$ cat config.mk
export PLATFORM = sky130hd
export DESIGN_NAME = auto_reclose_sequencer
export DESIGN_NICKNAME = d
export VERILOG_FILES = /design/src/rtl/arc_pkg.sv /design/src/rtl/arc_step.sv /design/src/rtl/auto_reclose_sequencer.sv
export SDC_FILE = /design/constraint.sdc
export NUM_CORES = 1
export LEC_CHECK = 0
export BUFFER_PORTS_ARGS = -buffer_cell sky130_fd_sc_hd__buf_2
export CAP_MARGIN = 30
export CORE_ASPECT_RATIO = 0.5
export CORE_MARGIN = 10
export CORE_UTILIZATION = 50
export CTS_BUF_LIST = sky130_fd_sc_hd__clkbuf_4
export CTS_CLUSTER_SIZE = 40
export DETAILED_ROUTE_END_ITERATION = 7
export GPL_ROUTABILITY_DRIVEN = 0
export GPL_TIMING_DRIVEN = 0
export MAX_ROUTING_LAYER = met4
export PLACE_DENSITY = 0.75
export SLEW_MARGIN = 15
export SYNTH_ARGS = -nofsm -noshare
export SYNTH_HDL_FRONTEND = slang
export SYNTH_SLANG_ARGS = --single-unit
export TNS_END_PERCENT = 30
$ cat constraint.sdc
create_clock -name clk -period 7.95 [get_ports clk]
set_input_delay 1.1925 -clock clk [delete_from_list [all_inputs] [get_ports clk]]
set_output_delay 1.1925 -clock clk [all_outputs]
set_load 0.05 [all_outputs]
$ cat src/rtl/arc_pkg.sv
package arc_pkg;

  // Sequencer state codes, as reported on seq_state
  localparam logic [3:0] ST_INIT    = 4'd0;
  localparam logic [3:0] ST_STOP    = 4'd1;
  localparam logic [3:0] ST_WAIT    = 4'd2;
  localparam logic [3:0] ST_RST_PRE = 4'd3;
  localparam logic [3:0] ST_PUL_PRE = 4'd4;
  localparam logic [3:0] ST_WAIT1   = 4'd5;
  localparam logic [3:0] ST_RST1    = 4'd6;
  localparam logic [3:0] ST_PUL1    = 4'd7;
  localparam logic [3:0] ST_WAIT2   = 4'd8;
  localparam logic [3:0] ST_RST2    = 4'd9;
  localparam logic [3:0] ST_PUL2    = 4'd10;
  localparam logic [3:0] ST_WAIT3   = 4'd11;
  localparam logic [3:0] ST_RST3    = 4'd12;
  localparam logic [3:0] ST_PUL3    = 4'd13;
  localparam logic [3:0] ST_FAIL    = 4'd14;

  // Configuration register indexes
  localparam logic [2:0] CFG_ENABLE     = 3'd0;
  localparam logic [2:0] CFG_HOLD_TIME  = 3'd1;
  localparam logic [2:0] CFG_PRE_TIME   = 3'd2;
  localparam logic [2:0] CFG_WAIT_1     = 3'd3;
  localparam logic [2:0] CFG_WAIT_2     = 3'd4;
  localparam logic [2:0] CFG_WAIT_3     = 3'd5;
  localparam logic [2:0] CFG_MASK_0     = 3'd6;
  localparam logic [2:0] CFG_MASK_1     = 3'd7;

  // Tick counter fixed points
  localparam logic [15:0] TICK_MAX        = 16'hFFFF;
  localparam logic [15:0] TICK_PULSE_END  = 16'd2;
  localparam logic [15:0] TICK_TRIP_CHECK = 16'd4;
  localparam logic [15:0] TICK_SETTLE     = 16'd2;

  typedef struct packed {
    logic        enable;
    logic [14:0] hold_time;
    logic [14:0] pre_time;
    logic [14:0] wait_time_1;
    logic [14:0] wait_time_2;
    logic [14:0] wait_time_3;
    logic [15:0] reclose_mask_0;
    logic [15:0] reclose_mask_1;
  } arc_cfg_t;

  typedef struct packed {
    logic [3:0]  cur_state;
    logic [3:0]  prev_state;
    logic [15:0] tick_count;
    logic        pulse;
    logic        prot_clear;
    logic        acting;
  } arc_state_t;

  typedef struct packed {
    logic [15:0] prot_word_0;
    logic [15:0] prot_word_1;
    logic        trip_active;
    logic        breaker_off_trip;
    logic        stop_command;
    logic        ctrl_running;
  } arc_item_t;

endpackage

$ cat src/rtl/arc_step.sv
module arc_step
  import arc_pkg::*;
(
  input  arc_cfg_t   cfg,
  input  arc_item_t  item,
  input  arc_state_t st,
  output arc_state_t st_nxt
);

  logic        allow;
  logic        entry;
  logic [15:0] tick_base;
  logic [15:0] tick_inc;
  logic [15:0] wait_limit;

  // Reclose permission from the protection words and blocking masks
  assign allow = ((item.prot_word_0 != '0) || (item.prot_word_1 != '0)) &&
                 ((item.prot_word_0 & cfg.reclose_mask_0) == '0) &&
                 ((item.prot_word_1 & cfg.reclose_mask_1) == '0);

  assign entry     = st.cur_state != st.prev_state;
  assign tick_base = entry ? '0 : st.tick_count;
  // Saturating increment of the tick counter
  assign tick_inc  = (tick_base == TICK_MAX) ? tick_base : tick_base + 16'd1;

  // Dead time of the current attempt
  always_comb begin
    case (st.cur_state)
      ST_WAIT1: wait_limit = {1'b0, cfg.wait_time_1};
      ST_WAIT2: wait_limit = {1'b0, cfg.wait_time_2};
      default:  wait_limit = {1'b0, cfg.wait_time_3};
    endcase
  end

  // One tick of the sequencer
  always_comb begin
    st_nxt = st;
    if (!cfg.enable) begin
      st_nxt.pulse      = 1'b0;
      st_nxt.prot_clear = 1'b0;
      st_nxt.acting     = 1'b0;
      st_nxt.cur_state  = ST_INIT;
    end else if (item.breaker_off_trip || item.stop_command) begin
      st_nxt.pulse      = 1'b0;
      st_nxt.prot_clear = 1'b0;
      st_nxt.cur_state  = ST_STOP;
    end else begin
      st_nxt.prev_state = st.cur_state;
      case (st.cur_state)
        ST_INIT: begin
          st_nxt.tick_count = tick_base;
          st_nxt.cur_state  = ST_STOP;
        end
        ST_STOP: begin
          st_nxt.tick_count = tick_base;
          if (item.ctrl_running) st_nxt.cur_state = ST_WAIT;
        end
        ST_WAIT: begin
          st_nxt.acting     = 1'b0;
          st_nxt.tick_count = tick_base;
          if (!item.ctrl_running) begin
            st_nxt.tick_count = tick_inc;
            if (tick_inc > TICK_SETTLE) begin
              if (!allow) begin
                st_nxt.cur_state = ST_STOP;
              end else if (cfg.pre_time == '0) begin
                st_nxt.cur_state = ST_WAIT1;
              end else if (tick_inc > {1'b0, cfg.pre_time}) begin
                st_nxt.cur_state = ST_RST_PRE;
              end
            end
          end
        end
        ST_RST_PRE, ST_RST1, ST_RST2, ST_RST3: begin
          st_nxt.tick_count = tick_inc;
          if (entry) st_nxt.prot_clear = 1'b1;
          if (tick_inc == TICK_PULSE_END) st_nxt.prot_clear = 1'b0;
          if (tick_inc == TICK_TRIP_CHECK) begin
            if (!item.trip_active) begin
              st_nxt.cur_state = st.cur_state + 4'd1;
            end else if (st.cur_state == ST_RST3) begin
              st_nxt.cur_state = ST_FAIL;
            end else begin
              st_nxt.cur_state = st.cur_state + 4'd2;
            end
          end
        end
        ST_PUL_PRE, ST_PUL1, ST_PUL2, ST_PUL3: begin
          st_nxt.tick_count = tick_inc;
          if (entry) begin
            st_nxt.pulse  = 1'b1;
            st_nxt.acting = st.cur_state != ST_PUL_PRE;
          end
          if (tick_inc == TICK_PULSE_END) st_nxt.pulse = 1'b0;
          if (tick_inc > {1'b0, cfg.hold_time}) st_nxt.cur_state = ST_WAIT;
          // Last attempt falls to fail on trip; earlier ones move on when allowed
          if (st.cur_state == ST_PUL3) begin
            if (item.trip_active) st_nxt.cur_state = ST_FAIL;
          end else if (allow) begin
            st_nxt.cur_state = st.cur_state + 4'd1;
          end
        end
        ST_WAIT1, ST_WAIT2, ST_WAIT3: begin
          st_nxt.tick_count = tick_inc;
          if (tick_inc > wait_limit) st_nxt.cur_state = allow ? st.cur_state + 4'd1 : ST_FAIL;
        end
        ST_FAIL: begin
          st_nxt.pulse      = 1'b0;
          st_nxt.prot_clear = 1'b0;
          if (!item.trip_active) begin
            st_nxt.cur_state = ST_STOP;
            st_nxt.acting    = 1'b0;
          end
        end
        default: begin
          st_nxt.cur_state = st.cur_state;
        end
      endcase
    end
  end

endmodule

$ cat src/rtl/auto_reclose_sequencer.sv
// Latency: a result appears in the cycle after its input transfer (one register).
// Throughput: one tick item per cycle; the sequencer state update is a single
//   combinational pass, so the state registers close the only loop.
// A stalled result blocks a new input only while the output register is full.
// Reset (synchronous, rst_n low) clears the sequencer state, the output valid
//   and loads the configuration registers with their default values.
module auto_reclose_sequencer
  import arc_pkg::*;
(
  input  logic        clk,
  input  logic        rst_n,
  // Input stream
  input  logic        in_tvalid,
  output logic        in_tready,
  // [15:0] prot_word_0, [31:16] prot_word_1, [32] trip_active,
  // [33] breaker_off_trip, [34] stop_command, [35] ctrl_running, [39:36] zero
  input  logic [39:0] in_tdata,
  // Result stream
  output logic        out_tvalid,
  input  logic        out_tready,
  // [0] pulse_enable, [1] protection reset pulse, [2] reclose_acting,
  // [6:3] seq_state, [7] zero
  output logic [7:0]  out_tdata,
  // Configuration write port
  input  logic        cfg_we,
  input  logic [2:0]  cfg_addr,
  input  logic [15:0] cfg_wdata
);

  arc_cfg_t   cfg_r;
  arc_state_t st_r;
  arc_state_t st_nxt;
  arc_item_t  item;
  logic       in_fire;
  logic       out_tvalid_r;
  logic [6:0] out_data_r;

  assign item = '{
    prot_word_0:      in_tdata[15:0],
    prot_word_1:      in_tdata[31:16],
    trip_active:      in_tdata[32],
    breaker_off_trip: in_tdata[33],
    stop_command:     in_tdata[34],
    ctrl_running:     in_tdata[35]
  };

  // Accept when the output register is empty or drains this cycle
  assign in_tready = !out_tvalid_r || out_tready;
  assign in_fire   = in_tvalid && in_tready;

  arc_step u_step (
    .cfg    (cfg_r),
    .item   (item),
    .st     (st_r),
    .st_nxt (st_nxt)
  );

  // Configuration registers
  always_ff @(posedge clk) begin
    if (!rst_n) begin
      cfg_r.enable         <= 1'b0;
      cfg_r.hold_time      <= 15'd2000;
      cfg_r.pre_time       <= 15'd20;
      cfg_r.wait_time_1    <= 15'd400;
      cfg_r.wait_time_2    <= 15'd4000;
      cfg_r.wait_time_3    <= 15'd9000;
      cfg_r.reclose_mask_0 <= '0;
      cfg_r.reclose_mask_1 <= '0;
    end else if (cfg_we) begin
      case (cfg_addr)
        CFG_ENABLE:     cfg_r.enable         <= cfg_wdata[0];
        CFG_HOLD_TIME:  cfg_r.hold_time      <= cfg_wdata[14:0];
        CFG_PRE_TIME:   cfg_r.pre_time       <= cfg_wdata[14:0];
        CFG_WAIT_1:     cfg_r.wait_time_1    <= cfg_wdata[14:0];
        CFG_WAIT_2:     cfg_r.wait_time_2    <= cfg_wdata[14:0];
        CFG_WAIT_3:     cfg_r.wait_time_3    <= cfg_wdata[14:0];
        CFG_MASK_0:     cfg_r.reclose_mask_0 <= cfg_wdata;
        CFG_MASK_1:     cfg_r.reclose_mask_1 <= cfg_wdata;
        default:        cfg_r.enable         <= cfg_r.enable;
      endcase
    end
  end

  // Advance the sequencer on each input transfer
  always_ff @(posedge clk) begin
    if (!rst_n) begin
      st_r <= '{cur_state: ST_INIT, prev_state: ST_INIT, tick_count: '0,
                pulse: 1'b0, prot_clear: 1'b0, acting: 1'b0};
    end else if (in_fire) begin
      st_r <= st_nxt;
    end
  end

  // Output register: valid flag
  always_ff @(posedge clk) begin
    if (!rst_n) begin
      out_tvalid_r <= 1'b0;
    end else if (in_fire) begin
      out_tvalid_r <= 1'b1;
    end else if (out_tready) begin
      out_tvalid_r <= 1'b0;
    end
  end

  // Output register: payload
  always_ff @(posedge clk) begin
    if (in_fire) begin
      out_data_r <= {st_nxt.cur_state, st_nxt.acting, st_nxt.prot_clear, st_nxt.pulse};
    end
  end

  assign out_tvalid = out_tvalid_r;
  assign out_tdata  = {1'b0, out_data_r};

  // Full output register with a stalled consumer must block new input
  a_stall_blocks: assert property (@(posedge clk) disable iff (!rst_n)
    (out_tvalid_r && !out_tready) |-> !in_tready)
    else $error("input accepted while result stalled");

  // Reported state tracks the sequencer state register
  a_state_match: assert property (@(posedge clk) disable iff (!rst_n)
    out_tvalid_r |-> (out_data_r[6:3] == st_r.cur_state))
    else $error("seq_state differs from sequencer state");

  // Disabled function clears outputs and forces init
  a_disabled: assert property (@(posedge clk) disable iff (!rst_n)
    (in_fire && !cfg_r.enable) |=> (out_data_r == {ST_INIT, 3'b000}))
    else $error("disabled tick did not clear outputs");

  // Forced stop lands in stop with pulse requests dropped
  a_forced_stop: assert property (@(posedge clk) disable iff (!rst_n)
    (in_fire && cfg_r.enable && (item.breaker_off_trip || item.stop_command))
    |=> (st_r.cur_state == ST_STOP && !st_r.pulse && !st_r.prot_clear))
    else $error("forced stop not taken");

  // Unused state code is never reached
  a_state_range: assert property (@(posedge clk) disable iff (!rst_n)
    st_r.cur_state <= ST_FAIL)
    else $error("sequencer state out of range");

endmodule

* After elaboration in Yosys (flattened, before gate mapping)
Index checks and enable logic that the tools add are counted.
Word-level totals: bits in registers 143, input port bits 64, output and inout port bits 10, word-level logic and storage cells 121
Cells by class: add/subtract/negate cells 3, order comparisons 4, eq/ne operators 26, muxes and demuxes 38, bitwise gates (word level) 3, reductions and logical operators 31
Operator list (count):
- $mux 4 | 18
- $gt 16x15->1 | 3
- $mux 16 | 3
- $pmux 16 s3 | 1
- $and 16x16->16 | 2
- $logic_not 16->1 | 2
- $reduce_bool 16->1 | 2
- $pmux 15 s2 | 1
- $eq 4x4->1 const B | 7
- $pmux 4 s7 | 1
- $add 16x1->16 const B | 1
- $eq 16x16->1 const B | 1
- $eq 16x2->1 const B | 1
- $eq 16x3->1 const B | 1
- $eq 4x3->1 const B | 4
- $gt 16x2->1 const B | 1
- $reduce_and 2->1 | 8
- $logic_not 15->1 | 1
- $eq 3x3->1 const B | 4
- $reduce_or 11->1 | 1
- $mux 1 | 9
- $eq 4x2->1 const B | 2
- $reduce_or 4->1 | 2
- $eq 3x2->1 const B | 2
- 22 further kinds | 27

* Depth between registers and ports, before layout
Gate-level depths: netlist (run 1).
word-level depth 13, mapped depth 25, depth with buffers taken out 21

* Hierarchy
A second synthesis (run 1) with hierarchy kept.
Unflattened totals: cells, all modules 1076, area, all modules 8672.1 µm²
Modules (own cells, without submodules):
- auto_reclose_sequencer | times used 1, cells each 516, area an instance 5014.8 µm², sequential area each 2932.8 µm²
- arc_step | times used 1, cells each 560, area an instance 3657.3 µm², sequential area each 0.0 µm²

* Least setup slack after synthesis (run 1)
No wires, ideal clock.
path type flip-flop to flip-flop, start point reg st_r[23] in the netlist's numbering, end point reg out_data_r[6], data pin, setup time 258 ps, data arrival time 5012 ps, data required time 7692 ps, slack 2680 ps, stages on the path, launching flop included 25, path buffers 4, period minus slack after synthesis 5270 ps, cells stage by stage dfxtp_1 buf_2 xnor2_1 and4_1 clkbuf_1 clkbuf_1 and2_1 ha_1 buf_2 and3_1 a211oi_1 nand3_1 xor2_1 nor2_1 ha_1 nand2_1 or4_1 a221oi_1 a211oi_1 o31ai_4 mux2_2 a221oi_2 o21ai_1 a21oi_1 nor2_1
RTL lines:
- start, declared | line auto_reclose_sequencer.sv:31 | arc_state_t st_r;
- start signal, assigned | line auto_reclose_sequencer.sv:87 | st_r <= '{cur_state: ST_INIT, prev_state: ST_INIT, tick_count: '0,
- start signal, assigned | line auto_reclose_sequencer.sv:90 | st_r <= st_nxt;
- end signal, assigned | line auto_reclose_sequencer.sv:108 | out_data_r <= {st_nxt.cur_state, st_nxt.acting, st_nxt.prot_clear, st_nxt.pulse};
- end, declared | line auto_reclose_sequencer.sv:36 | logic [6:0] out_data_r;

==> impl_results.rst, run 1 <==
.. list-table::
   :header-rows: 1

   * - Metric
     - Value
   * - Result of the run
     - finished clean
   * - GRT Total Usage
     - 0.234
   * - Worst vdd ir
     - about 0.000087 V
   * - H-tree lvl count
     - 4
   * - Synth Cell Area
     - slightly below 9000 sq um
   * - Average instance area after synthesis
     - ~7.9 sq um
   * - Chip width
     - approximately 210 um
   * - Worst path required time
     - roughly 8.3 ns
   * - NetSw
     - about 0.42 mW
   * - Number of distinct library cell variants in the gate-level netlist after synthesis
     - between 80 and 90
   * - Post-layout utilization of the core
     - 0.560
   * - Unrepaired setup endpoints after global routing
     - no
   * - Iteration-0 DRC count of the detailed router
     - approximately 1100
   * - Inst Count DP
     - approximately 1400
   * - Metal1 wirelength
     - 12.2 mm
   * - Count of flip-flops with a built-in enable after synthesis
     - 7
   * - Flop pwr share
     - 0.555
   * - Critical path launch point type
     - flip-flop
   * - # rows
     - 34
   * - Amount of wire on met2 after detailed routing
     - between 10 and 15 mm
   * - Die H
     - about 110 um
   * - Top routing layer used
     - met4
   * - Fraction of final layout cells with drive strength greater than 1
     - 0.124
   * - Clock buffer count from CTS
     - 17
   * - Fraction of the yosys area taken by sequential cells
     - 0.332
   * - Fin Clk Skew
     - between 0.03 and 0.04 ns
   * - Detail Route Antenna Nets
     - 0
   * - Number of hold-slack violations in the final timing report
     - 0
   * - Yosys top cell area share
     - 0.308
   * - Final min period
     - 6.85 ns
   * - Slew at the pin closest to its max-slew limit
     - slightly above 0.8 ns
   * - TritonCTS clock tree
     - yes
   * - Flip-flop and latch count after synthesis
     - 143
   * - Vias in the first global route
     - 8387
   * - Power density normalized to cell area
     - between 100 and 150 nW/um^2
   * - Starting density of the core
     - 0.509
   * - Ratio of final minimum period to clock period
     - 0.862
   * - Number of buffers inserted to repair setup after CTS
     - 0
   * - Worst Reg-to-Reg Cells
     - 24
   * - Hold_buf cts
     - 0
   * - Power Internal
     - just over 0.9 mW
   * - Standard cell core area
     - between 15000 and 20000 sq um
   * - Largest cells by area after synthesis
     - sky130_fd_sc_hd__dfxtp_1 (31%), sky130_fd_sc_hd__nand2_1 (11%), sky130_fd_sc_hd__a21boi_0 (7.6%)
   * - Ys async rst share
     - 0
   * - Cell with the most instances after synthesis
     - sky130_fd_sc_hd__nand2_1
   * - Overall power of the completed layout
     - between 1 and 1.5 mW
   * - Hold Path Cell Cnt
     - 2
   * - Clock share of power
     - 0.346
   * - Worst hold slack across all endpoints
     - roughly 0.47 ns
   * - Clock Pin Slew Worst Setup and Hold Paths
     - approximately 0.15 ns
   * - Slew headroom
     - 0.458
   * - Die ar.
     - approximately 24000 sq um
   * - Mapped Nets
     - between 1000 and 1500
   * - Largest net degree at the start of global routing
     - 17
   * - Routed wirelength normalized by instance count
     - 19.1 um
   * - CP Class
     - reg -> reg
   * - Final Max Slew Viols
     - 0
   * - Placement Setup Slack
     - about 1.4 ns
   * - Largest fanout on the critical path
     - 10
   * - Detailed placer's ending HPWL
     - just over 20 mm
   * - Leading post-synthesis cells by instance count
     - sky130_fd_sc_hd__nand2_1 (260), sky130_fd_sc_hd__dfxtp_1 (136), sky130_fd_sc_hd__a21boi_0 (89)
   * - DRT Wirelength
     - around 28 mm
   * - Switching portion of total power
     - 0.315
   * - Final setup violation count
     - 0
   * - Total clock sinks
     - between 100 and 150
   * - Part of the power in combinational logic
     - 0.099
   * - Worst Hold Launch
     - cfg_r[106]$_SDFFE_PN0P_
   * - Clock buffer depth
     - 2
   * - Router iterations before antenna repair
     - 8
   * - Number of gates given a new drive strength after cts
     - 0
   * - Achievable Freq
     - about 150 MHz
   * - Boundary pin count
     - 74
   * - Worst Hold End
     - cfg_r[106]$_SDFFE_PN0P_
   * - Flop2flop setup slack
     - ~1.1 ns
   * - Post-route cell area
     - between 9000 and 10000 sq um
   * - Nets
     - 1319
   * - Root buffer cell
     - sky130_fd_sc_hd__clkbuf_4
   * - Total leakage power
     - roughly 3.7 nW
   * - Placement Cell Area
     - 9450 sq um
   * - Non-filler cells in the finished layout
     - approximately 1500
   * - Initial antenna violation count
     - 1
   * - Area growth, synth to finish
     - 10.1%
   * - Ordered cell list for the critical path
     - buf_2 > xnor2_1 > and4_1 > clkbuf_1 > clkbuf_1 > and2_1 > ha_1 > buf_2 > and3_1 > a211oi_1 > nand3_1 > xor2_1 > nor2_1 > ha_1 > nand2_1 > or4_1 > a221oi_1 > a211oi_1 > o31ai_4 > mux2_2 > a221oi_2 > o21ai_1 > a21oi_1 > nor2_1
   * - Peak per-stage delay on the critical path
     - roughly 0.5 ns
   * - Wire length of the first global-routing pass
     - 43.9 mm
   * - Worst flop-to-flop path endpoint
     - out_data_r[6]$_DFFE_PP_
   * - MaxCap Viol Count
     - 0
   * - Cells after synthesis
     - 1123
   * - Clk_lat worst skew
     - around 0.57 ns
   * - Setup_tns
     - 0 ns
   * - Routed length on met3
     - ~2.6 mm
   * - Ys Warns
     - 0
   * - Worst hold-check path type
     - reg -> reg
   * - Ys flop type
     - sky130_fd_sc_hd__dfxtp_1
   * - Total number of vias
     - roughly 9000
   * - Via count normalized by instance count
     - a little over 6
   * - Critical R2R Launch
     - st_r[24]$_SDFFE_PN0P_
   * - Remaining global-route overflow
     - 0
   * - Cell with the biggest individual delay on the critical path
     - sky130_fd_sc_hd__or4_1
   * - Setup crit end kind
     - flip-flop
   * - DRC Markers
     - 0
   * - CP arrival
     - around 7.2 ns
   * - Dominant cell type by area after synthesis
     - sky130_fd_sc_hd__dfxtp_1
   * - I/O Buffers
     - 63
   * - Final setup margin
     - about 1.1 ns
## layout by cell type (no fill, tap or decap), drive strengths merged, types with 5 or more instances in the layout
master / Yosys / final
a211oi: 7 / 7
mux2i: 8 / 8
nand2b: 6 / 6
nor2: 55 / 55
nor3: 20 / 20
nor2b: 29 / 29
a21oi: 48 / 48
and4: 5 / 5
a22o: 15 / 15
a221oi: 6 / 6
nand4: 27 / 27
nand3: 32 / 32
o211ai: 14 / 14
xor2: 6 / 6
ha: 48 / 48
and3: 9 / 9
a21o: 6 / 6
inv: 40 / 50
or2: 6 / 6
xnor2: 9 / 9
dfxtp: 136 / 136
nand2: 261 / 261
nor4: 16 / 16
a21boi: 90 / 90
a31oi: 10 / 10
o21ai: 29 / 29
buf: 21 / 86
a22oi: 29 / 29
and2: 12 / 12
edfxtp: 7 / 7
clkbuf: 51 / 68
## layout make-up
| cell class | instances | area (sq um) |
|---|---|---|
| multi-input cells | 868 | 5440 |
| plain buffers | 72 | 314 |
| fillers | 1666 | 7630 |
| clock inverters | 15 | 141 |
| diodes | 1 | 2.50 |
| inverters | 40 | 150 |
| clock buffers | 17 | 128 |
| well taps | 234 | 293 |
| repair buffers | 65 | 325 |
| flip-flops and latches | 143 | 2930 |
## power by group through the flow
stage	logic [mW]	clock network [mW]	registers, mW
2_1_floorplan	0.0665	0	0.766
3_3_place_gp	0.126	0	0.761
4_1_cts	0.130	0.467	0.745
6_report	0.134	0.465	0.746
5_1_grt	0.144	0.501	0.747
3_5_place_dp	0.129	0	0.761
## cells by family (layout without fill, tap and decap cells)
kind of cell    count (synthesis)  in the layout  share of synthesized area
simple gates                  493            493                      0.268
compound gates                300            300                      0.250
flops                         143            143                      0.332
buf+inv                       112            209                     0.0525
fa+ha+maj                      48             48                     0.0680
xor+xnor                       15             15                     0.0149
mux                            11             11                     0.0142
other cells                     1              2                   0.000425
## per-layer routing
layer | vias up | global-route usage
met1 | 4148 | 0.295
met3 | 89 | 0.0442
met4 | 0 | 0.0864
met5 | - | -
met2 | 487 | 0.367
li1 | 4181 | -
## sequential cells by signal (all words and copies together) (netlist names)
register,count
out_data_r,7
cfg_r,108
out_tvalid,1
st_r,27
## worst max-delay path: cells and delay by family, from the launching register on
kind	cells	cell delay (ns)
xor+xnor	2	0.28
flops	1	0.47
simple gates	8	2.01
compound gates	7	2.04
fa+ha+maj	2	0.44
buf+inv	4	0.97
mux	1	0.39
## worst max-delay path by stage
stage               cells past startpoint  slack [ns]             startpoint                 endpoint
floorplan                              24        2.68  st_r[23]$_SDFFE_PN0P_  out_data_r[6]$_DFFE_PP_
global placement                       22        1.40  st_r[24]$_SDFFE_PN0P_  out_data_r[6]$_DFFE_PP_
detailed placement                     24        1.41  st_r[24]$_SDFFE_PN0P_  out_data_r[6]$_DFFE_PP_
CTS                                    24        1.35  st_r[24]$_SDFFE_PN0P_  out_data_r[6]$_DFFE_PP_
global route                           24        0.73  st_r[24]$_SDFFE_PN0P_  out_data_r[6]$_DFFE_PP_
finish                                 24        1.10  st_r[24]$_SDFFE_PN0P_  out_data_r[6]$_DFFE_PP_
Note: power is estimated with default switching activity, not from simulation.
==> run 2, diff against run 1 <==
--- a/config.mk
+++ b/config.mk
@@ -7,6 +7,8 @@
 export LEC_CHECK = 0
 export BUFFER_PORTS_ARGS = -buffer_cell sky130_fd_sc_hd__buf_2
 export CAP_MARGIN = 30
+export CELL_PAD_IN_SITES_DETAIL_PLACEMENT = 0
+export CELL_PAD_IN_SITES_GLOBAL_PLACEMENT = 1
 export CORE_ASPECT_RATIO = 0.5
 export CORE_MARGIN = 10
 export CORE_UTILIZATION = 50
@@ -16,7 +18,7 @@
 export GPL_ROUTABILITY_DRIVEN = 0
 export GPL_TIMING_DRIVEN = 0
 export MAX_ROUTING_LAYER = met4
-export PLACE_DENSITY = 0.75
+export PLACE_DENSITY = 0.94
 export SLEW_MARGIN = 15
 export SYNTH_ARGS = -nofsm -noshare
 export SYNTH_HDL_FRONTEND = slang
==> constraint.sdc (replaced) <==
create_clock -name clk -period 7.95 [get_ports clk]
set_input_delay 0 -clock clk [delete_from_list [all_inputs] [get_ports clk]]
set_output_delay 0 -clock clk [all_outputs]
set_load 0.05 [all_outputs]
==> run 2 against run 1 <==
Effect of this change: critical path depth unchanged; non-clock buffer count increased by 29; worst hold slack got worse by 0.46 ns; wire length up 2.5%; utilization is 2.0 points higher; via count did not move; critical path type unchanged; critical endpoint unchanged.
==> impl_results.rst, run 2 (synthesis results as in run 1) <==
.. list-table::
   :header-rows: 1

   * - Metric
     - Value
   * - GRT Total Usage
     - 0.243
   * - Power Internal
     - 0.993 mW
   * - Nets
     - around 1300
   * - Total leakage power
     - between 3 and 4 nW
   * - Part of the power in combinational logic
     - 0.102
   * - Number of flip-flops in the largest register
     - between 100 and 150
   * - Routed wirelength normalized by instance count
     - a little under 20 um
   * - Iteration-0 DRC count of the detailed router
     - approximately 1100
   * - Wire length of the first global-routing pass
     - between 40 and 50 mm
   * - Critical path launch point type
     - flip-flop
   * - Number of buffers inserted to repair setup after CTS
     - 0
   * - Starting density of the core
     - 0.509
   * - # rows
     - 34
   * - Remaining global-route overflow
     - 0
   * - Largest net degree at the start of global routing
     - 17
   * - Detailed placer's ending HPWL
     - 21.0 mm
   * - Chip width
     - 208 um
   * - Unrepaired setup endpoints after global routing
     - no
   * - Number of hold-slack violations in the final timing report
     - 0
   * - Ratio of final minimum period to clock period
     - 0.855
   * - Via count normalized by instance count
     - approximately 6
   * - H-tree lvl count
     - 4
   * - Final setup margin
     - roughly 1.2 ns
   * - Result of the run
     - finished clean
   * - Fraction of final layout cells with drive strength greater than 1
     - 0.122
   * - Final Max Slew Viols
     - 0
   * - Clock Pin Slew Worst Setup and Hold Paths
     - around 0.14 ns
   * - TritonCTS clock tree
     - yes
   * - Boundary pin count
     - 74
   * - Worst Reg-to-Reg Cells
     - 24
   * - NetSw
     - 0.431 mW
   * - Area occupied by multi-input gates
     - 5440 sq um
   * - Number of gates given a new drive strength after cts
     - 0
   * - Worst vdd ir
     - 0.000152 V
   * - Slew at the pin closest to its max-slew limit
     - approximately 0.84 ns
   * - End point of the critical path
     - out_data_r[6]$_DFFE_PP_
   * - Clock share of power
     - 0.375
   * - Flop2flop setup slack
     - around 1.2 ns
   * - Number of fillers in the final layout
     - between 1500 and 2000
   * - Flop pwr share
     - 0.524
   * - Worst flop-to-flop path endpoint
     - out_data_r[6]$_DFFE_PP_
   * - Fin Clk Skew
     - 0.0284 ns
   * - Setup_tns
     - 0 ns
   * - Timing startpoint of the critical path
     - st_r[23]$_SDFFE_PN0P_
   * - Standard cell core area
     - between 15000 and 20000 sq um
   * - Biggest registers after layout
     - cfg_r (108), st_r (27), out_data_r (7)
   * - Worst path required time
     - slightly above 8 ns
   * - Non-filler cells in the finished layout
     - between 1000 and 1500
   * - Area growth, synth to finish
     - 14.0%
   * - Router iterations before antenna repair
     - 6
   * - Initial antenna violation count
     - 1
   * - Worst hold-check path type
     - in -> reg
   * - DRT Wirelength
     - between 20 and 30 mm
   * - Final setup violation count
     - 0
   * - Slew headroom
     - 0.439
   * - DRC Markers
     - 0
   * - Detail Route Antenna Nets
     - 0
   * - Inst Count DP
     - between 1000 and 1500
   * - Hold Path Cell Cnt
     - 5
   * - Area of all sequential standard cells
     - 2930 sq um
   * - Critical R2R Launch
     - st_r[23]$_SDFFE_PN0P_
   * - Die H
     - between 100 and 150 um
   * - Setup crit end kind
     - flip-flop
   * - Root buffer cell
     - sky130_fd_sc_hd__clkbuf_4
   * - Clock buffer depth
     - 2
   * - Power density normalized to cell area
     - between 100 and 150 nW/um^2
   * - Switching portion of total power
     - 0.303
   * - MaxCap Viol Count
     - 0
   * - Total number of vias
     - between 8000 and 9000
   * - Vias in the first global route
     - 8486
   * - Most frequent cells in the layout
     - sky130_fd_sc_hd__nand2_1 (260), sky130_fd_sc_hd__dfxtp_1 (136), sky130_fd_sc_hd__a21boi_0 (89)
   * - Achievable Freq
     - 147 MHz
   * - Total clock sinks
     - approximately 140
   * - Clock buffer count from CTS
     - 17
   * - Placement Setup Slack
     - 1.41 ns
   * - CP arrival
     - 7.11 ns
   * - Final min period
     - approximately 6.8 ns
   * - Most common library cell in the layout ignoring fill and taps
     - sky130_fd_sc_hd__nand2_1
   * - Largest register by flop count
     - cfg_r
   * - CP Class
     - reg -> reg
   * - Largest fanout on the critical path
     - 10
   * - I/O Buffers
     - 63
   * - Clk_lat worst skew
     - about 0.58 ns
   * - Die ar.
     - approximately 24000 sq um
## run 2: area by class of cell
type,count,share of cell area
multi-input combinational,868,0.540
sequential,143,0.291
timing repair buffer,94,0.0611
buffer,72,0.0312
tap,234,0.0291
clock inverter,15,0.0191
inverter,40,0.0149
clock buffer,17,0.0127
antenna,2,0.000497
## run 2: power groups by stage
stage	registers [mW]	logic [mW]	clock network (mW)
after floorplan	0.766	0.0665	0
after global placement	0.761	0.127	0
after detailed placement	0.761	0.130	0
after CTS	0.745	0.142	0.535
after global routing	0.748	0.157	0.566
final	0.746	0.145	0.533
## run 2: worst max-delay path, cell delays in order (launching register included)
cell and delay [ns]:
sky130_fd_sc_hd__dfxtp_1 0.44, sky130_fd_sc_hd__buf_2 0.27, sky130_fd_sc_hd__xnor2_1 0.12, sky130_fd_sc_hd__and4_1 0.21, sky130_fd_sc_hd__clkbuf_1 0.21, sky130_fd_sc_hd__clkbuf_1 0.31, sky130_fd_sc_hd__and2_1 0.24, sky130_fd_sc_hd__ha_1 0.19
sky130_fd_sc_hd__buf_2 0.17, sky130_fd_sc_hd__and3_1 0.27, sky130_fd_sc_hd__a211oi_1 0.48, sky130_fd_sc_hd__nand3_1 0.21, sky130_fd_sc_hd__xor2_1 0.18, sky130_fd_sc_hd__nor2_1 0.50, sky130_fd_sc_hd__ha_1 0.26, sky130_fd_sc_hd__nand2_1 0.07
sky130_fd_sc_hd__or4_1 0.51, sky130_fd_sc_hd__a221oi_1 0.30, sky130_fd_sc_hd__a211oi_1 0.14, sky130_fd_sc_hd__o31ai_4 0.43, sky130_fd_sc_hd__mux2_2 0.39, sky130_fd_sc_hd__a221oi_2 0.24, sky130_fd_sc_hd__o21ai_1 0.10, sky130_fd_sc_hd__a21oi_1 0.23
sky130_fd_sc_hd__nor2_1 0.07
## run 2: how the worst min path moves through the flow
stage / endpoint / slack, ns / startpoint
detailed placement: out_tvalid$_SDFFE_PN0P_ / 0.27 / in_tvalid
floorplan: cfg_r[35]$_SDFFE_PN1P_ / 0.12 / cfg_wdata[3]
global placement: out_tvalid$_SDFFE_PN0P_ / 0.26 / in_tvalid
finish: cfg_r[67]$_SDFFE_PN0P_ / 0.02 / cfg_addr[1]
CTS: cfg_r[67]$_SDFFE_PN0P_ / 0.0004 / cfg_addr[1]
global route: cfg_r[18]$_SDFFE_PN0P_ / 0.09 / cfg_addr[1]
## run 2: through the flow
stage | cell area [sq um] | utilization | total power, mW | hold slack (ns)
global placement | 9440 | 0.544 | 0.888 | 0.263
global route | 10100 | 0.580 | 1.47 | 0.0946
detailed placement | 9460 | 0.545 | 0.891 | 0.269
CTS | 10100 | 0.580 | 1.42 | 0.000390
floorplan | 8830 | - | 0.832 | 0.124
finish | 10100 | 0.580 | 1.42 | 0.0185
## run 2: repair_timing
| action | 4_1_cts | 5_1_grt |
|---|---|---|
| hold endpoints to repair | 116 | 0 |
| hold buffers | 29 | 0 |
| endpoints found under the setup margin | 0 | 0 |
## run 2: metal layers
| metal | vias to the layer above | track usage | part of all wire |
|---|---|---|---|
| met5 | - | - | 0 |
| met4 | 0 | 0.0835 | 0.026 |
| met3 | 69 | 0.0483 | 0.081 |
| met2 | 471 | 0.373 | 0.44 |
| met1 | 4122 | 0.314 | 0.46 |
| li1 | 4243 | - | - |
==> run 3, diff against run 2 <==
--- a/config.mk
+++ b/config.mk
@@ -18,7 +18,7 @@
 export GPL_ROUTABILITY_DRIVEN = 0
 export GPL_TIMING_DRIVEN = 0
 export MAX_ROUTING_LAYER = met4
-export PLACE_DENSITY = 0.94
+export PLACE_DENSITY_LB_ADDON = 0.1
 export SLEW_MARGIN = 15
 export SYNTH_ARGS = -nofsm -noshare
 export SYNTH_HDL_FRONTEND = slang
==> run 3 against run 2 <==
Effect of this change: worst setup slack better by 0.23 ns; critical path depth decreased by 1; largest cell class unchanged; critical path type unchanged; critical endpoint unchanged; global-route usage shrank 0.57 points.
==> impl_results.rst, run 3 (synthesis results as in run 1) <==
.. list-table::
   :header-rows: 1

   * - Metric
     - Value
   * - Setup_tns
     - 0 ns
   * - Peak per-stage delay on the critical path
     - roughly 0.61 ns
   * - Slew at the pin closest to its max-slew limit
     - ~0.74 ns
   * - Antenna fix cells
     - 0
   * - Top cell family by delay on the critical path
     - compound AO/OA/AOI/OAI gates
   * - Standard cell core area
     - 17400 sq um
   * - Total clock sinks
     - roughly 140
   * - Worst path required time
     - 8.30 ns
   * - Largest fanout on the critical path
     - 10
   * - Number of gates given a new drive strength after cts
     - 0
   * - Switching portion of total power
     - 0.303
   * - Clk_lat worst skew
     - 0.60 ns
   * - Total leakage power
     - 3.87 nW
   * - Detailed placer's ending HPWL
     - 21.6 mm
   * - DRC Markers
     - 0
   * - Nets
     - 1349
   * - Vias in the first global route
     - ~8400
   * - Final Max Slew Viols
     - 0
   * - Die H
     - roughly 110 um
   * - Detail Route Antenna Nets
     - 0
   * - I/O Buffers
     - 63
   * - DRT Wirelength
     - 27.9 mm
   * - Chip width
     - 208 um
   * - Flop pwr share
     - 0.523
   * - Total number of vias
     - 8706
   * - Ratio of final minimum period to clock period
     - 0.826
   * - Clock buffer depth
     - 2
   * - Router iterations before antenna repair
     - 7
   * - Cell with the biggest individual delay on the critical path
     - sky130_fd_sc_hd__a31oi_1
   * - Clock share of power
     - 0.377
   * - Unrepaired setup endpoints after global routing
     - no
   * - Routed wirelength normalized by instance count
     - around 19 um
   * - Boundary pin count
     - 74
   * - Result of the run
     - finished clean
   * - Overall power of the completed layout
     - ~1.4 mW
   * - Final min period
     - 6.57 ns
   * - Fraction of final layout cells with drive strength greater than 1
     - 0.122
   * - Critical path launch point type
     - flip-flop
   * - Most used cell along the critical path
     - sky130_fd_sc_hd__nand2_1
   * - Die ar.
     - 23700 sq um
   * - Slew headroom
     - 0.502
   * - Most frequent cells in the layout
     - sky130_fd_sc_hd__nand2_1 (260), sky130_fd_sc_hd__dfxtp_1 (136), sky130_fd_sc_hd__a21boi_0 (89)
   * - Part of the power in combinational logic
     - 0.100
   * - CP arrival
     - 6.92 ns
   * - CP Class
     - reg -> reg
   * - Power Internal
     - slightly below 1 mW
   * - Area growth, synth to finish
     - 13.9%
   * - Biggest registers after layout
     - cfg_r (108), st_r (27), out_data_r (7)
   * - GRT Total Usage
     - 0.237
   * - Starting density of the core
     - 0.509
   * - Iteration-0 DRC count of the detailed router
     - between 800 and 900
   * - Via count normalized by instance count
     - around 5.9
   * - Achievable Freq
     - 152 MHz
   * - H-tree lvl count
     - 4
   * - NetSw
     - 0.431 mW
   * - Clock buffer count from CTS
     - 17
   * - Wire length of the first global-routing pass
     - around 45 mm
   * - Number of hold-slack violations in the final timing report
     - 0
   * - # rows
     - 34
   * - Number of flip-flops in the largest register
     - 108
   * - Power density normalized to cell area
     - 142 nW/um^2
   * - Largest net degree at the start of global routing
     - 17
   * - Worst hold-check path type
     - in -> reg
   * - Buffer and inverter count on the worst path
     - 4
   * - Root buffer cell
     - sky130_fd_sc_hd__clkbuf_4
   * - MaxCap Viol Count
     - 0
   * - Worst vdd ir
     - about 0.00011 V
   * - Ordered cell list for the critical path
     - buf_2 > xnor2_1 > and4_1 > clkbuf_1 > clkbuf_1 > and2_1 > ha_1 > buf_2 > nand2_1 > nor2_2 > nand2_1 > a31oi_1 > ha_1 > nand2_1 > or4_1 > a221oi_1 > a211oi_1 > o31ai_4 > mux2_2 > a221oi_2 > o21ai_1 > a21oi_1 > nor2_1
   * - Fin Clk Skew
     - between 0.02 and 0.025 ns
   * - Largest register by flop count
     - cfg_r
   * - Setup crit end kind
     - flip-flop
   * - Remaining global-route overflow
     - 0
   * - Most common library cell in the layout ignoring fill and taps
     - sky130_fd_sc_hd__nand2_1
   * - Clock Pin Slew Worst Setup and Hold Paths
     - roughly 0.14 ns
   * - TritonCTS clock tree
     - yes
   * - Initial antenna violation count
     - 0
   * - Final setup violation count
     - 0
==> run 3: cell types whose count changed in the layout (fill, tap and decap cells not counted), moves of 2 or more <==
cell,before,now
sky130_fd_sc_hd__clkbuf_2,0,2
sky130_fd_sc_hd__diode_2,2,0
sky130_fd_sc_hd__inv_8,2,4
sky130_fd_sc_hd__buf_2,76,74
==> run 3: routing by layer <==
layer | share of wire | vias to the layer above | track usage
li1 | - | 4234 | -
met1 | 0.46 | 4055 | 0.297
met2 | 0.45 | 364 | 0.380
met3 | 0.065 | 53 | 0.0423
met4 | 0.024 | 0 | 0.0830
met5 | 0 | - | -
==> run 3: what timing repair did <==
| item | in CTS | in global routing |
|---|---|---|
| hold buffers | 29 | 0 |
| buffers inserted | 0 | 0 |
| endpoints found under the setup margin | 0 | 0 |
| hold endpoints to repair | 121 | 0 |
==> run 3: power by group through the flow <==
| stage | registers, mW | logic (mW) | clock network (mW) |
|---|---|---|---|
| after floorplan | 0.766 | 0.0665 | 0 |
| after global placement | 0.761 | 0.126 | 0 |
| after detailed placement | 0.762 | 0.130 | 0 |
| after CTS | 0.746 | 0.141 | 0.542 |
| after global routing | 0.748 | 0.156 | 0.568 |
| final | 0.746 | 0.143 | 0.537 |
==> run 3: area by class of cell <==
type / instances / area [sq um]
clock buffer: 17 / 128
timing repair buffer: 95 / 623
sequential: 143 / 2930
multi-input combinational: 868 / 5440
clock inverter: 15 / 188
fill: 1627 / 7290
buffer: 72 / 314
tap: 234 / 293
inverter: 40 / 150
==> run 3: path summary, 6_finish.rpt <==
path / startpoint / endpoint / slack (ns) / cells past startpoint
setup / recovery: st_r[23]$_SDFFE_PN0P_ / out_data_r[6]$_DFFE_PP_ / 1.38 / 23
hold / removal: rst_n / st_r[26]$_SDFFE_PN0P_ / 0.09 / 3
setup reg to reg: st_r[23]$_SDFFE_PN0P_ / out_data_r[6]$_DFFE_PP_ / 1.38 / 23
hold reg to reg: cfg_r[75]$_SDFFE_PN0P_ / cfg_r[75]$_SDFFE_PN0P_ / 0.47 / 2
==> run 3: tightest hold or removal path, stage by stage <==
cell	delay, ns
sky130_fd_sc_hd__clkbuf_1	0.27
sky130_fd_sc_hd__nand2_1	0.29
sky130_fd_sc_hd__o21ai_1	0.08
==> run 3: stage by stage <==
| step | util | cells | instance area, sq um | hold slack, ns | setup slack, ns |
|---|---|---|---|---|---|
| 2_1_floorplan | - | 1123 | 8830 | 0.124 | 2.68 |
| 3_3_place_gp | 0.544 | 1420 | 9440 | 0.264 | 1.33 |
| 3_5_place_dp | 0.544 | 1421 | 9450 | 0.265 | 1.38 |
| 4_1_cts | 0.579 | 1482 | 10100 | 0.0740 | 1.33 |
| 5_1_grt | 0.580 | 1484 | 10100 | 0.141 | 0.906 |
| 6_report | 0.580 | 1484 | 10100 | 0.0874 | 1.38 |
